--- config.mk ---
export PLATFORM = sky130hd
export DESIGN_NAME = memory_map_coalescer
export DESIGN_NICKNAME = d
export VERILOG_FILES = /design/src/mmc_pkg.sv /design/src/memory_map_coalescer.sv /design/src/mmc_front.sv /design/src/mmc_queue.sv /design/src/mmc_back.sv
export SDC_FILE = /design/constraint.sdc
export NUM_CORES = 2
export LEC_CHECK = 0
export BUFFER_PORTS_ARGS = -buffer_cell sky130_fd_sc_hd__clkbuf_2
export CAP_MARGIN = 20
export CORE_MARGIN = 3
export CORE_UTILIZATION = 33
export DETAILED_ROUTE_END_ITERATION = 8
export PLACE_DENSITY = 0.56
export SLEW_MARGIN = 20
export SYNTH_ARGS = -nofsm -noshare
export SYNTH_HDL_FRONTEND = slang
export SYNTH_SLANG_ARGS = --single-unit
--- constraint.sdc ---
create_clock -name clk_i -period 27.3 [get_ports clk_i]
set_input_delay 2.73 -clock clk_i [delete_from_list [all_inputs] [get_ports clk_i]]
set_output_delay 2.73 -clock clk_i [all_outputs]
set_load 0.02 [all_outputs]
--- src/mmc_pkg.sv ---
`timescale 1ns / 1ps
// ----------------------------------------------------------------------------
// mmc_pkg: shared types and constants of the memory map coalescer
// Holds the entry record that travels from the front end through the queue
// to the back end, the memory type codes and the queue sizing.
// ----------------------------------------------------------------------------
package mmc_pkg;

  // Field widths
  localparam int unsigned TYPE_W  = 4;
  localparam int unsigned ADDR_W  = 64;
  localparam int unsigned PAGES_W = 52;
  localparam int unsigned ATTR_W  = 64;
  localparam int unsigned PAGE_SHIFT = 12;

  // Saturation value of a page count
  localparam logic [PAGES_W-1:0] PAGES_MAX = '1;

  // Attribute bit that marks a runtime region
  localparam int unsigned ATTR_RUNTIME_BIT = 63;

  // Memory type codes
  localparam logic [TYPE_W-1:0] TYPE_RESERVED     = 4'd0;
  localparam logic [TYPE_W-1:0] TYPE_LOADER_CODE  = 4'd1;
  localparam logic [TYPE_W-1:0] TYPE_LOADER_DATA  = 4'd2;
  localparam logic [TYPE_W-1:0] TYPE_BS_CODE      = 4'd3;
  localparam logic [TYPE_W-1:0] TYPE_RT_CODE      = 4'd5;
  localparam logic [TYPE_W-1:0] TYPE_RT_DATA      = 4'd6;
  localparam logic [TYPE_W-1:0] TYPE_CONVENTIONAL = 4'd7;
  localparam logic [TYPE_W-1:0] TYPE_UNUSABLE     = 4'd8;
  localparam logic [TYPE_W-1:0] TYPE_MMIO         = 4'd11;
  localparam logic [TYPE_W-1:0] TYPE_MMIO_PORT    = 4'd12;

  // Configuration register indexes
  typedef enum logic [0:0] {
    REG_RT_OFFSET  = 1'b0,
    REG_MMIO_START = 1'b1
  } cfg_reg_e;

  // Queue between front and back end
  localparam int unsigned QDEPTH = 4;
  localparam int unsigned QPTR_W = $clog2(QDEPTH);
  localparam int unsigned QCNT_W = $clog2(QDEPTH + 1);

  // One closed map entry on its way to the output
  typedef struct packed {
    logic [TYPE_W-1:0]  mem_type;
    logic [ADDR_W-1:0]  phys;
    logic [ADDR_W-1:0]  virt;
    logic [PAGES_W-1:0] pages;
    logic [ATTR_W-1:0]  attr;
    logic               last;
    logic               error;
  } entry_t;

  // Push request from the front end: slot a alone, or slots a and b
  typedef struct packed {
    logic push_a;
    logic push_b;
  } push_t;

  // Types that survive reclaim; everything else becomes conventional memory.
  function automatic logic type_kept(logic [TYPE_W-1:0] t);
    return (t == TYPE_RESERVED) || (t == TYPE_LOADER_CODE) ||
           (t == TYPE_LOADER_DATA) || (t == TYPE_RT_CODE) ||
           (t == TYPE_RT_DATA) || (t == TYPE_UNUSABLE) ||
           (t == TYPE_MMIO) || (t == TYPE_MMIO_PORT);
  endfunction

  // Memory mapped IO types get consecutive virtual addresses.
  function automatic logic type_is_mmio(logic [TYPE_W-1:0] t);
    return (t == TYPE_MMIO) || (t == TYPE_MMIO_PORT);
  endfunction

endpackage

--- src/memory_map_coalescer.sv ---
`timescale 1ns / 1ps
// ----------------------------------------------------------------------------
// memory_map_coalescer: memory map compaction
//
//   channel  direction  handshake                 word
//   in       input      in_valid_i / in_ready_o   one memory descriptor
//   out      output     out_valid_o / out_ready_i one compacted map entry
//   cfg      input      cfg_we_i                  runtime offset, MMIO start
//
// A descriptor is taken every cycle while the queue has two free slots.
// A closed entry passes through the queue and then the output register;
// the output drains one entry per cycle while out_ready_i is high, so a
// map sustains one descriptor per cycle while each closes at most one entry.
// The back end's address adders and output register set the output pace.
// Reset clears the control state; no clearing pass is needed.
// Output stalls fill the four-entry queue; in_ready_o drops once fewer than
// two of its slots are free.
// ----------------------------------------------------------------------------
module memory_map_coalescer (
  input  logic                         clk_i,
  input  logic                         rst_ni,
  input  logic                         cfg_we_i,
  input  logic                         cfg_idx_i,
  input  logic [mmc_pkg::ADDR_W-1:0]   cfg_wdata_i,
  input  logic                         in_valid_i,
  output logic                         in_ready_o,
  input  logic [mmc_pkg::TYPE_W-1:0]   mem_type_i,
  input  logic [mmc_pkg::ADDR_W-1:0]   phys_start_i,
  input  logic [mmc_pkg::ADDR_W-1:0]   virt_start_i,
  input  logic [mmc_pkg::PAGES_W-1:0]  page_count_i,
  input  logic [mmc_pkg::ATTR_W-1:0]   attr_bits_i,
  input  logic                         in_last_i,
  output logic                         out_valid_o,
  input  logic                         out_ready_i,
  output logic [mmc_pkg::TYPE_W-1:0]   out_type_o,
  output logic [mmc_pkg::ADDR_W-1:0]   out_phys_start_o,
  output logic [mmc_pkg::ADDR_W-1:0]   out_virt_start_o,
  output logic [mmc_pkg::PAGES_W-1:0]  out_page_count_o,
  output logic [mmc_pkg::ATTR_W-1:0]   out_attr_o,
  output logic                         out_last_o,
  output logic                         out_error_o
);

  mmc_pkg::push_t  push;
  mmc_pkg::entry_t rec_a;
  mmc_pkg::entry_t rec_b;
  mmc_pkg::entry_t q_data;
  logic            q_room;
  logic            q_valid;
  logic            q_pop;

  // Front end: check, reclaim and merge
  mmc_front u_front (
    .clk_i        (clk_i),
    .rst_ni       (rst_ni),
    .in_valid_i   (in_valid_i),
    .in_ready_o   (in_ready_o),
    .mem_type_i   (mem_type_i),
    .phys_start_i (phys_start_i),
    .virt_start_i (virt_start_i),
    .page_count_i (page_count_i),
    .attr_bits_i  (attr_bits_i),
    .in_last_i    (in_last_i),
    .q_room_i     (q_room),
    .push_o       (push),
    .rec_a_o      (rec_a),
    .rec_b_o      (rec_b)
  );

  // Queue of closed entries
  mmc_queue u_queue (
    .clk_i      (clk_i),
    .rst_ni     (rst_ni),
    .push_i     (push),
    .rec_a_i    (rec_a),
    .rec_b_i    (rec_b),
    .room_o     (q_room),
    .rd_valid_o (q_valid),
    .rd_data_o  (q_data),
    .pop_i      (q_pop)
  );

  // Back end: address assignment and output
  mmc_back u_back (
    .clk_i            (clk_i),
    .rst_ni           (rst_ni),
    .cfg_we_i         (cfg_we_i),
    .cfg_idx_i        (cfg_idx_i),
    .cfg_wdata_i      (cfg_wdata_i),
    .q_valid_i        (q_valid),
    .q_data_i         (q_data),
    .q_pop_o          (q_pop),
    .out_valid_o      (out_valid_o),
    .out_ready_i      (out_ready_i),
    .out_type_o       (out_type_o),
    .out_phys_start_o (out_phys_start_o),
    .out_virt_start_o (out_virt_start_o),
    .out_page_count_o (out_page_count_o),
    .out_attr_o       (out_attr_o),
    .out_last_o       (out_last_o),
    .out_error_o      (out_error_o)
  );

endmodule

--- src/mmc_front.sv ---
`timescale 1ns / 1ps
// ----------------------------------------------------------------------------
// mmc_front: descriptor intake, checking and merging
// Accepts one descriptor per cycle while q_room_i is high, checks the first
// one of a map, reclaims types, merges adjacent descriptors into the pending
// entry and pushes each closed entry (at most two per descriptor) to the queue.
// ----------------------------------------------------------------------------
module mmc_front (
  input  logic                         clk_i,
  input  logic                         rst_ni,
  input  logic                         in_valid_i,
  output logic                         in_ready_o,
  input  logic [mmc_pkg::TYPE_W-1:0]   mem_type_i,
  input  logic [mmc_pkg::ADDR_W-1:0]   phys_start_i,
  input  logic [mmc_pkg::ADDR_W-1:0]   virt_start_i,
  input  logic [mmc_pkg::PAGES_W-1:0]  page_count_i,
  input  logic [mmc_pkg::ATTR_W-1:0]   attr_bits_i,
  input  logic                         in_last_i,
  input  logic                         q_room_i,
  output mmc_pkg::push_t               push_o,
  output mmc_pkg::entry_t              rec_a_o,
  output mmc_pkg::entry_t              rec_b_o
);

  // Pending entry and map control state
  mmc_pkg::entry_t pend_q, pend_d;
  logic            pend_valid_q, pend_valid_d;
  logic            at_first_q, at_first_d;
  logic            discard_q, discard_d;

  logic                         accept;
  logic                         first_bad;
  logic [mmc_pkg::TYPE_W-1:0]   cls_type;
  logic [mmc_pkg::ADDR_W-1:0]   pend_end;
  logic                         merge;
  logic [mmc_pkg::PAGES_W:0]    page_sum;
  logic [mmc_pkg::PAGES_W-1:0]  page_sat;
  logic                         close_v;
  logic                         fin_v;
  logic                         err_v;
  mmc_pkg::entry_t              close_rec;
  mmc_pkg::entry_t              fin_rec;
  mmc_pkg::entry_t              err_rec;

  // Room for two records is needed, since one descriptor can close two entries.
  assign in_ready_o = q_room_i;
  assign accept     = in_valid_i && in_ready_o;

  // Classification and adjacency against the pending entry
  assign first_bad = (mem_type_i != mmc_pkg::TYPE_BS_CODE) || (phys_start_i != '0) ||
                     (page_count_i != mmc_pkg::PAGES_W'(1));
  assign cls_type  = mmc_pkg::type_kept(mem_type_i) ? mem_type_i
                                                    : mmc_pkg::TYPE_CONVENTIONAL;
  assign pend_end  = pend_q.phys + {pend_q.pages, {mmc_pkg::PAGE_SHIFT{1'b0}}};
  assign merge     = pend_valid_q && (cls_type == pend_q.mem_type) &&
                     (attr_bits_i == pend_q.attr) && (phys_start_i == pend_end);
  assign page_sum  = {1'b0, pend_q.pages} + {1'b0, page_count_i};
  assign page_sat  = page_sum[mmc_pkg::PAGES_W] ? mmc_pkg::PAGES_MAX
                                                : page_sum[mmc_pkg::PAGES_W-1:0];

  // Next state of the pending entry and the records to push
  always_comb begin
    pend_d       = pend_q;
    pend_valid_d = pend_valid_q;
    at_first_d   = at_first_q;
    discard_d    = discard_q;
    close_v      = 1'b0;
    fin_v        = 1'b0;
    err_v        = 1'b0;
    if (accept) begin
      priority if (discard_q) begin
        if (in_last_i) begin
          discard_d  = 1'b0;
          at_first_d = 1'b1;
        end
      end else if (at_first_q) begin
        if (first_bad) begin
          err_v        = 1'b1;
          pend_valid_d = 1'b0;
          discard_d    = !in_last_i;
        end else begin
          pend_d.mem_type = mmc_pkg::TYPE_UNUSABLE;
          pend_d.phys     = '0;
          pend_d.virt     = virt_start_i;
          pend_d.pages    = mmc_pkg::PAGES_W'(1);
          pend_d.attr     = attr_bits_i;
          pend_valid_d    = 1'b1;
          at_first_d      = 1'b0;
          if (in_last_i) begin
            fin_v        = 1'b1;
            pend_valid_d = 1'b0;
            at_first_d   = 1'b1;
          end
        end
      end else begin
        if (merge) begin
          pend_d.pages = page_sat;
        end else begin
          close_v         = pend_valid_q;
          pend_d.mem_type = cls_type;
          pend_d.phys     = phys_start_i;
          pend_d.virt     = virt_start_i;
          pend_d.pages    = page_count_i;
          pend_d.attr     = attr_bits_i;
          pend_valid_d    = 1'b1;
        end
        if (in_last_i) begin
          fin_v        = 1'b1;
          pend_valid_d = 1'b0;
          at_first_d   = 1'b1;
        end
      end
    end
  end

  // Records handed to the queue
  always_comb begin
    close_rec       = pend_q;
    close_rec.last  = 1'b0;
    close_rec.error = 1'b0;
    fin_rec         = pend_d;
    fin_rec.last    = 1'b1;
    fin_rec.error   = 1'b0;
    err_rec         = '0;
    err_rec.last    = 1'b1;
    err_rec.error   = 1'b1;
  end

  assign push_o.push_a = err_v || close_v || fin_v;
  assign push_o.push_b = close_v && fin_v;
  assign rec_a_o = err_v ? err_rec : (close_v ? close_rec : fin_rec);
  assign rec_b_o = fin_rec;

  // Control state
  always_ff @(posedge clk_i or negedge rst_ni) begin
    if (!rst_ni) begin
      pend_valid_q <= 1'b0;
      at_first_q   <= 1'b1;
      discard_q    <= 1'b0;
    end else begin
      pend_valid_q <= pend_valid_d;
      at_first_q   <= at_first_d;
      discard_q    <= discard_d;
    end
  end

  // Pending entry payload
  always_ff @(posedge clk_i) begin
    pend_q <= pend_d;
  end

endmodule

--- src/mmc_queue.sv ---
`timescale 1ns / 1ps
// ----------------------------------------------------------------------------
// mmc_queue: short entry queue between front and back end
// Takes up to two records per cycle and gives one per cycle while pop_i is high, in order.
// ----------------------------------------------------------------------------
module mmc_queue (
  input  logic            clk_i,
  input  logic            rst_ni,
  input  mmc_pkg::push_t  push_i,
  input  mmc_pkg::entry_t rec_a_i,
  input  mmc_pkg::entry_t rec_b_i,
  output logic            room_o,
  output logic            rd_valid_o,
  output mmc_pkg::entry_t rd_data_o,
  input  logic            pop_i
);

  mmc_pkg::entry_t               slot_q [mmc_pkg::QDEPTH];
  logic [mmc_pkg::QPTR_W-1:0]    wr_ptr_q, wr_ptr_d;
  logic [mmc_pkg::QPTR_W-1:0]    rd_ptr_q, rd_ptr_d;
  logic [mmc_pkg::QCNT_W-1:0]    count_q, count_d;
  logic [mmc_pkg::QPTR_W-1:0]    wr_ptr_b;
  logic [mmc_pkg::QCNT_W-1:0]    push_n;
  logic                          do_pop;

  // Status toward both sides
  assign room_o     = count_q <= mmc_pkg::QCNT_W'(mmc_pkg::QDEPTH - 2);
  assign rd_valid_o = count_q != '0;
  assign rd_data_o  = slot_q[rd_ptr_q];
  assign do_pop     = pop_i && rd_valid_o;

  // Pointer and count arithmetic
  assign wr_ptr_b = wr_ptr_q + mmc_pkg::QPTR_W'(1);
  assign push_n   = mmc_pkg::QCNT_W'(push_i.push_a) + mmc_pkg::QCNT_W'(push_i.push_b);

  always_comb begin
    wr_ptr_d = wr_ptr_q + push_n[mmc_pkg::QPTR_W-1:0];
    rd_ptr_d = rd_ptr_q + mmc_pkg::QPTR_W'(do_pop);
    count_d  = count_q + push_n - mmc_pkg::QCNT_W'(do_pop);
  end

  always_ff @(posedge clk_i or negedge rst_ni) begin
    if (!rst_ni) begin
      wr_ptr_q <= '0;
      rd_ptr_q <= '0;
      count_q  <= '0;
    end else begin
      wr_ptr_q <= wr_ptr_d;
      rd_ptr_q <= rd_ptr_d;
      count_q  <= count_d;
    end
  end

  // Entry storage
  always_ff @(posedge clk_i) begin
    if (push_i.push_a) begin
      slot_q[wr_ptr_q] <= rec_a_i;
    end
    if (push_i.push_b) begin
      slot_q[wr_ptr_b] <= rec_b_i;
    end
  end

endmodule

--- src/mmc_back.sv ---
`timescale 1ns / 1ps
// ----------------------------------------------------------------------------
// mmc_back: virtual address assignment and output register
// Holds the configuration registers, gives MMIO entries consecutive virtual
// addresses and runtime entries a relocated one, and drives the output word.
// ----------------------------------------------------------------------------
module mmc_back (
  input  logic                         clk_i,
  input  logic                         rst_ni,
  input  logic                         cfg_we_i,
  input  logic                         cfg_idx_i,
  input  logic [mmc_pkg::ADDR_W-1:0]   cfg_wdata_i,
  input  logic                         q_valid_i,
  input  mmc_pkg::entry_t              q_data_i,
  output logic                         q_pop_o,
  output logic                         out_valid_o,
  input  logic                         out_ready_i,
  output logic [mmc_pkg::TYPE_W-1:0]   out_type_o,
  output logic [mmc_pkg::ADDR_W-1:0]   out_phys_start_o,
  output logic [mmc_pkg::ADDR_W-1:0]   out_virt_start_o,
  output logic [mmc_pkg::PAGES_W-1:0]  out_page_count_o,
  output logic [mmc_pkg::ATTR_W-1:0]   out_attr_o,
  output logic                         out_last_o,
  output logic                         out_error_o
);

  logic [mmc_pkg::ADDR_W-1:0] rt_offset_q;
  logic [mmc_pkg::ADDR_W-1:0] mmio_start_q;
  logic [mmc_pkg::ADDR_W-1:0] mmio_next_q, mmio_next_d;
  logic                       map_start_q, map_start_d;
  logic                       out_valid_q, out_valid_d;
  mmc_pkg::entry_t            out_q, out_d;
  logic [mmc_pkg::ADDR_W-1:0] mmio_cur;
  logic [mmc_pkg::ADDR_W-1:0] mmio_adv;
  logic [mmc_pkg::ADDR_W-1:0] rt_virt;
  logic                       is_mmio;
  logic                       pop;

  // Configuration writes
  always_ff @(posedge clk_i or negedge rst_ni) begin
    if (!rst_ni) begin
      rt_offset_q  <= '0;
      mmio_start_q <= '0;
    end else if (cfg_we_i) begin
      unique case (mmc_pkg::cfg_reg_e'(cfg_idx_i))
        mmc_pkg::REG_RT_OFFSET:  rt_offset_q  <= cfg_wdata_i;
        mmc_pkg::REG_MMIO_START: mmio_start_q <= cfg_wdata_i;
        default:                 rt_offset_q  <= rt_offset_q;
      endcase
    end
  end

  // Take a record whenever the output register is free or being drained.
  assign pop     = q_valid_i && (!out_valid_q || out_ready_i);
  assign q_pop_o = pop;

  // Address assignment; the MMIO counter restarts at the MMIO start register for each map.
  assign is_mmio  = mmc_pkg::type_is_mmio(q_data_i.mem_type);
  assign mmio_cur = map_start_q ? mmio_start_q : mmio_next_q;
  assign mmio_adv = mmio_cur + {q_data_i.pages, {mmc_pkg::PAGE_SHIFT{1'b0}}};
  assign rt_virt  = q_data_i.phys + rt_offset_q;

  always_comb begin
    out_d       = out_q;
    out_valid_d = out_valid_q && !out_ready_i;
    mmio_next_d = mmio_next_q;
    map_start_d = map_start_q;
    if (pop) begin
      out_d       = q_data_i;
      out_valid_d = 1'b1;
      mmio_next_d = is_mmio ? mmio_adv : mmio_cur;
      map_start_d = q_data_i.last;
      priority if (is_mmio) begin
        out_d.virt = mmio_cur;
      end else if (q_data_i.attr[mmc_pkg::ATTR_RUNTIME_BIT]) begin
        out_d.virt = rt_virt;
      end else begin
        out_d.virt = q_data_i.virt;
      end
    end
  end

  always_ff @(posedge clk_i or negedge rst_ni) begin
    if (!rst_ni) begin
      out_valid_q <= 1'b0;
      map_start_q <= 1'b1;
      mmio_next_q <= '0;
    end else begin
      out_valid_q <= out_valid_d;
      map_start_q <= map_start_d;
      mmio_next_q <= mmio_next_d;
    end
  end

  // Output word
  always_ff @(posedge clk_i) begin
    out_q <= out_d;
  end

  assign out_valid_o      = out_valid_q;
  assign out_type_o       = out_q.mem_type;
  assign out_phys_start_o = out_q.phys;
  assign out_virt_start_o = out_q.virt;
  assign out_page_count_o = out_q.pages;
  assign out_attr_o       = out_q.attr;
  assign out_last_o       = out_q.last;
  assign out_error_o      = out_q.error;

endmodule

# [Word level (Yosys, flattened, before mapping)]
# Memories as Yosys holds them, arrays and structs flattened.
# Index checks and enable logic that the tools add are counted.
[word_totals] reg_bits=702 ramBits=1000 inputBits=319 out_inout_bits=252 word_cells=129 mem_count=1
[memory_table] memory="u_queue.slot_q" words=4 word_bits=250 rd=1 rd_ports_with_merged_regs=0 wr=2 line_no="mmc_queue.sv:18" rtl="mmc_pkg::entry_t slot_q [mmc_pkg::QDEPTH];"
[op_classes] addsub=10 magnitude_cmp=1 n_eq_ne=16 n_mux=45 bitwise=2 n_reduce_logical=31
[op_table] op="248-bit 2-to-1 mux" count=4
[op_table] op="250-bit 2-to-1 mux" count=2
[op_table] op="64-bit 2-to-1 mux" count=5
[op_table] op="64-bit adder" count=3
[op_table] op="132-bit 2-to-1 mux" count=1
[op_table] op="64-bit == test" count=2
[op_table] op="52-bit 2-to-1 mux" count=2
[op_table] op="64-bit nonzero test" count=1
[op_table] op="52-bit by 52-bit adder with 53-bit output" count=1
[op_table] op="52-bit by 1-bit != test with 1-bit output, second input constant" count=1
[op_table] op="1-bit 2-to-1 mux" count=30
[op_table] op="4-bit == test, second input constant" count=5
[op_table] op="1-bit logical OR" count=13
[op_table] op="4-bit by 3-bit == test with 1-bit output, second input constant" count=2
[op_table] op="1-bit logical AND" count=8
[op_table] op="2-bit AND reduction" count=3
[op_table] op="4-bit by 1-bit == test with 1-bit output, second input constant" count=1
[op_table] op="4-bit by 2-bit == test with 1-bit output, second input constant" count=1
[op_table] op="4-bit == test" count=1
[op_table] op="4-bit logical NOT" count=1
[op_table] op="4-bit 2-to-1 mux" count=1
[op_table] op="4-bit by 2-bit != test with 1-bit output, second input constant" count=1
[op_table] op="3-bit adder" count=1
[op_table] op="3-bit by 2-bit less-or-equal comparator with 1-bit output, second input constant" count=1
[op_table] op="other kinds (11)" count=14

# [Depth between registers and ports, before layout]
[depth] word_depth=22 depth_mapped=21 mapped_depth_nobuf=20

# [Modules after synthesis]
# From an unflattened synthesis, not the netlist that was laid out.
[unflattened] hier_cells=7061 hier_area_um2=92327.3
[modules_own_cells] mod="mmc_queue" instances=1 cells_each=2456 area_each_um2=48196.2
[modules_own_cells] mod="mmc_back" instances=1 cells_each=2169 area_each_um2=23953.0
[modules_own_cells] mod="mmc_front" instances=1 cells_each=2436 area_each_um2=20178.1

# [Worst setup path before layout]
# Ideal clock, no wire load.
[synth_timing] kind="input -> register" startpoint="input port out_ready_i" endpoint="register u_queue.count_q[2] (netlist bit)" arrival_ps=12119 path_slack_ps=15058 stages=11 path_buffers=1 cell_sequence="inv_1 > a21o_1 > clkinv_1 > clkbuf_1 > ha_1 > inv_1 > ha_1 > inv_1 > fa_1 > xor2_1 > xnor2_1"
[synth_via] elab_chain_len=4
[synth_lines] element="start: declaration" line_no="memory_map_coalescer.sv:34" rtl="input logic out_ready_i,"
[synth_lines] element="1-bit logical OR" line_no="mmc_back.sv:54" rtl="assign pop = q_valid_i && (!out_valid_q || out_ready_i);"
[synth_lines] element="1-bit logical AND" line_no="mmc_back.sv:54"
[synth_lines] element="net q_pop" line_no="memory_map_coalescer.sv:50" rtl="logic q_pop;"
[synth_lines] element="1-bit logical AND" line_no="mmc_queue.sv:30" rtl="assign do_pop = pop_i && rd_valid_o;"
[synth_lines] element="3-bit by 1-bit subtractor with 3-bit output" line_no="mmc_queue.sv:39" rtl="count_d = count_q + push_n - mmc_pkg::QCNT_W'(do_pop);"
[synth_lines] element="net u_queue.count_d, one bit" line_no="mmc_queue.sv:21" rtl="logic [mmc_pkg::QCNT_W-1:0] count_q, count_d;"
[synth_lines] element="end signal: assignment" line_no="mmc_queue.sv:50" rtl="count_q <= count_d;"
[synth_lines] element="end: declaration" line_no="mmc_queue.sv:21"
# The timed path passes the listed nets, and every way through them passes these cells.
# A chain may end at the register's enable or synchronous reset.

==> key figures <==
Hold path
  • Min-Delay Path Depth: 2
  • Hold Path Class: flop to flop

Global route
  • Total GRT Usage: 26.1%
  • First-pass GRT wire length: 510000 um
  • Residual overflow from global routing: 0
  • Vias in the first global route: 65900
  • Largest net degree at the start of global routing: 150
  • Initial antenna violation count: 58

Die
  • Top Ports: 571
  • Num rows: 188
  • Die height: 522 um
  • Core ar.: 0.264 sq mm
  • Die Span X: 522 um
  • Die area: 0.272 sq mm
  • Initial Util: 33.3%

Synth
  • Synth area leader: edfxtp_1
  • Fraction of registers with async set/reset: 12.0%
  • Synthesized area: 0.0878 sq mm
  • Synth Net Count: 8135
  • Cell variety after synth: 95
  • Seq cells post-synth: 1702
  • Cell count after synthesis: 7589
  • YS warnings: 0
  • Number of synthesized flops with an enable pin: 1242
  • Synth top area share: 42.5%
  • Sequential-to-total area share from yosys stat: 54.1%
  • Top FF cell, synth: edfxtp_1
  • Post-synthesis area per instance: 11.6 sq um
  • Synth area leaders: edfxtp_1 (42%), mux4_2 (6.4%), dfxtp_1 (5.8%), dfrtp_1 (5.8%), o21ai_0 (4.7%)

Power
  • Peak supply drop: 0.0818 mV
  • Clk pwr share: 20.2%
  • P_sw: 5.75 mW
  • P per Cell Area: 126 mW/mm^2
  • Internal: 6.97 mW
  • Sw Ratio: 45.2%
  • Sequential power share: 33.2%
  • Comb power frac: 46.6%
  • Leakage: 36.6 nW

CTS
  • CTS sink cnt: 1702
  • Max Buffers Root-to-Sink: 3
  • Hold Buf Count CTS: 0
  • Post-CTS Resized: 0
  • H-Tree Depth: 4
  • Worst-path clk slew: 60 ps
  • Root buf cell: clkbuf_16
  • Num CTS Buffers: 187
  • Clk_lat worst skew: 860 ps
  • Buffer count from post-CTS setup fixing: 0
  • CTS tree: done

Critical path
  • FF-to-FF Start: u_front.close_rec[67]
  • CP endpoint: u_queue.slot_q[0][161]
  • CP startpoint: attr_bits_i[17]
  • Crit path max fanout: 113
  • Reg2reg end: u_queue.slot_q[0][161]
  • Critical Setup Path Class: input port to flop
  • Critical Path RT: 27660 ps
  • R2r setup slk: 18280 ps
  • R2R cell count: 16
  • Critical Path AT: 9980 ps
  • CP Capture Type: flop
  • CP startpoint kind: input port

Timing
  • Slew @ Worst Pin: 1410 ps
  • Final setup violation count: 0
  • Relative slew slack: 6.08%
  • Slew Limit Fails: 0
  • Worst setup margin: 17680 ps
  • Fin crit period: 9620 ps
  • Hold Slack: 466 ps
  • Unrepaired setup endpoints after global routing: false
  • Final hold violations: 0
  • Skew final: 61.7 ps
  • Final period util: 35.2%
  • Setup TNS: 0 ps
  • Fmax: 0.104 GHz

Detailed routing
  • DR pass1 iterations: 7
  • ANT nets after route: 0
  • Remaining routing DRC violations: 0
  • Vias/cell: 5.89
  • Routed WL: 368000 um
  • Wirelength per Cell: 31.5 um
  • Iter 0 DRT Violations: 7948
  • DR vias: 68800

Placement
  • Gp weighted congestion: 0.966
  • Post-Place Cell Area: 0.0943 sq mm
  • I/O Buffers: 570
  • Setup WS pre-CTS: 17300 ps
  • Post-DP HPWL: 261000 um

Layout
  • Fraction of layout cells with a size suffix above 1: 18.1%
  • Synth-to-layout area growth: 14.6%
  • Fillcell total: 25400
  • Finished Cell Area: 0.101 sq mm
  • Most frequent cells in the layout: edfxtp_1 (1242), nand2_1 (840), o21ai_0 (817)
  • Most common cell after layout, fill and taps aside: edfxtp_1
  • Nets: 8508

Outcome
  • Run status: complete, no violations

Job
  • Max-cap viol count: 0
-- cell usage after synthesis (all sizes together) (15+ instances only) --
cell     count
or2         20
o211ai      38
buf        127
nand2      847
or3         23
o31ai       21
o2111ai     15
dfrtp      202
nor2b       34
xor2        74
xnor2      172
a22o       406
o21ai      883
inv        264
a21oi      320
clkbuf     363
and3        46
edfxtp    1242
o21a        41
a21o       152
a31oi       44
a221oi      32
mux2       173
nand2b      44
dfxtp      256
ha         222
nand3      131
nor2       295
nor4        56
nand4       72
mux4       249
o21bai      30
mux2i      182
o22ai       60
and2        17
a211oi      84
nor3       134
-- state kept, by name, summed over array words and instances (netlist names), 3 cells and up --
register                 cells
u_back.mmio_start_q         64
u_back.mmio_next_q          64
u_back.out_page_count_o     52
u_back.out_virt_start_o     64
u_back.rt_offset_q          64
u_back.out_phys_start_o     64
u_front.close_rec          248
u_back.out_type_o            4
u_queue.count_q              3
u_back.out_attr_o           64
u_queue.slot_q            1000
-- area by class of cell --
| type | count | area (sq um) | share of cell area (%) |
|---|---|---|---|
| sequential | 1702 | 47500 | 47.2 |
| multi-input combinational | 5132 | 37600 | 37.4 |
| clock buffer | 274 | 5360 | 5.33 |
| tap | 3515 | 4400 | 4.37 |
| timing repair buffer | 674 | 3770 | 3.74 |
| inverter | 265 | 1000 | 0.996 |
| clock inverter | 80 | 883 | 0.878 |
| antenna | 29 | 72.6 | 0.0721 |
-- power by group through the flow --
| stage | Sequential, mW | Clock (mW) | Combinational, mW |
|---|---|---|---|
| after floorplan | 4.14 | 0 | 3.56 |
| after global placement | 4.22 | 0 | 5.86 |
| after detailed placement | 4.24 | 0 | 5.85 |
| after CTS | 4.19 | 2.61 | 5.87 |
| after global routing | 4.25 | 2.72 | 6.33 |
| final | 4.22 | 2.57 | 5.92 |
-- per-stage QoR --
stage	util, %	power [mW]	std cells
after floorplan	-	7.70	7589
after global placement	35.7	10.1	11300
after detailed placement	35.8	10.1	11300
after CTS	38.1	12.7	11600
after global routing	38.1	13.3	11600
final	38.2	12.7	11700
-- cells by family (layout without fill, tap and decap cells) --
group	after synthesis	after routing	share of synthesized area, %
compound gates	2288	2288	17.0
simple gates	1767	1767	9.08
flops	1702	1702	54.1
buf+inv	755	1293	3.38
mux	604	604	10.7
xor+xnor	246	246	2.45
fa+ha+maj	227	227	3.28
other cells	0	29	0
-- metal layers --
| metal | wire, um | global-route usage [%] | vias up |
|---|---|---|---|
| met4 | 16900 | 11.1 | 34 |
| met2 | 167000 | 40.5 | 3638 |
| met5 | 224 | 0 | - |
| met3 | 38100 | 7.57 | 568 |
| met1 | 146000 | 34.0 | 34800 |
| li1 | - | - | 29800 |
-- worst min-delay path by stage --
stage | startpoint | slack [ps] | to
finish | u_queue.slot_q[3][1] | 470 | u_queue.slot_q[3][1]
global route | u_back.mmio_next_q[43] | 500 | u_back.mmio_next_q[43]
CTS | u_queue.slot_q[3][1] | 470 | u_queue.slot_q[3][1]
detailed placement | u_queue.slot_q[3][1] | 460 | u_queue.slot_q[3][1]
global placement | u_queue.slot_q[3][1] | 460 | u_queue.slot_q[3][1]
floorplan | u_queue.slot_q[3][1] | 440 | u_queue.slot_q[3][1]
-- critical path: stages --
cell and delay [ps]:
clkbuf_2 100, xnor2_1 420, nand4_1 170, nor4_1 480, nand4_1 310, nor4_1 880, o311a_1 380, nand4_1 110
nor4_1 530, nand4_1 450, and3_4 590, nor2_1 850, nand2_4 610, buf_4 590, buf_12 370
(Power assumes the default switching activity.)
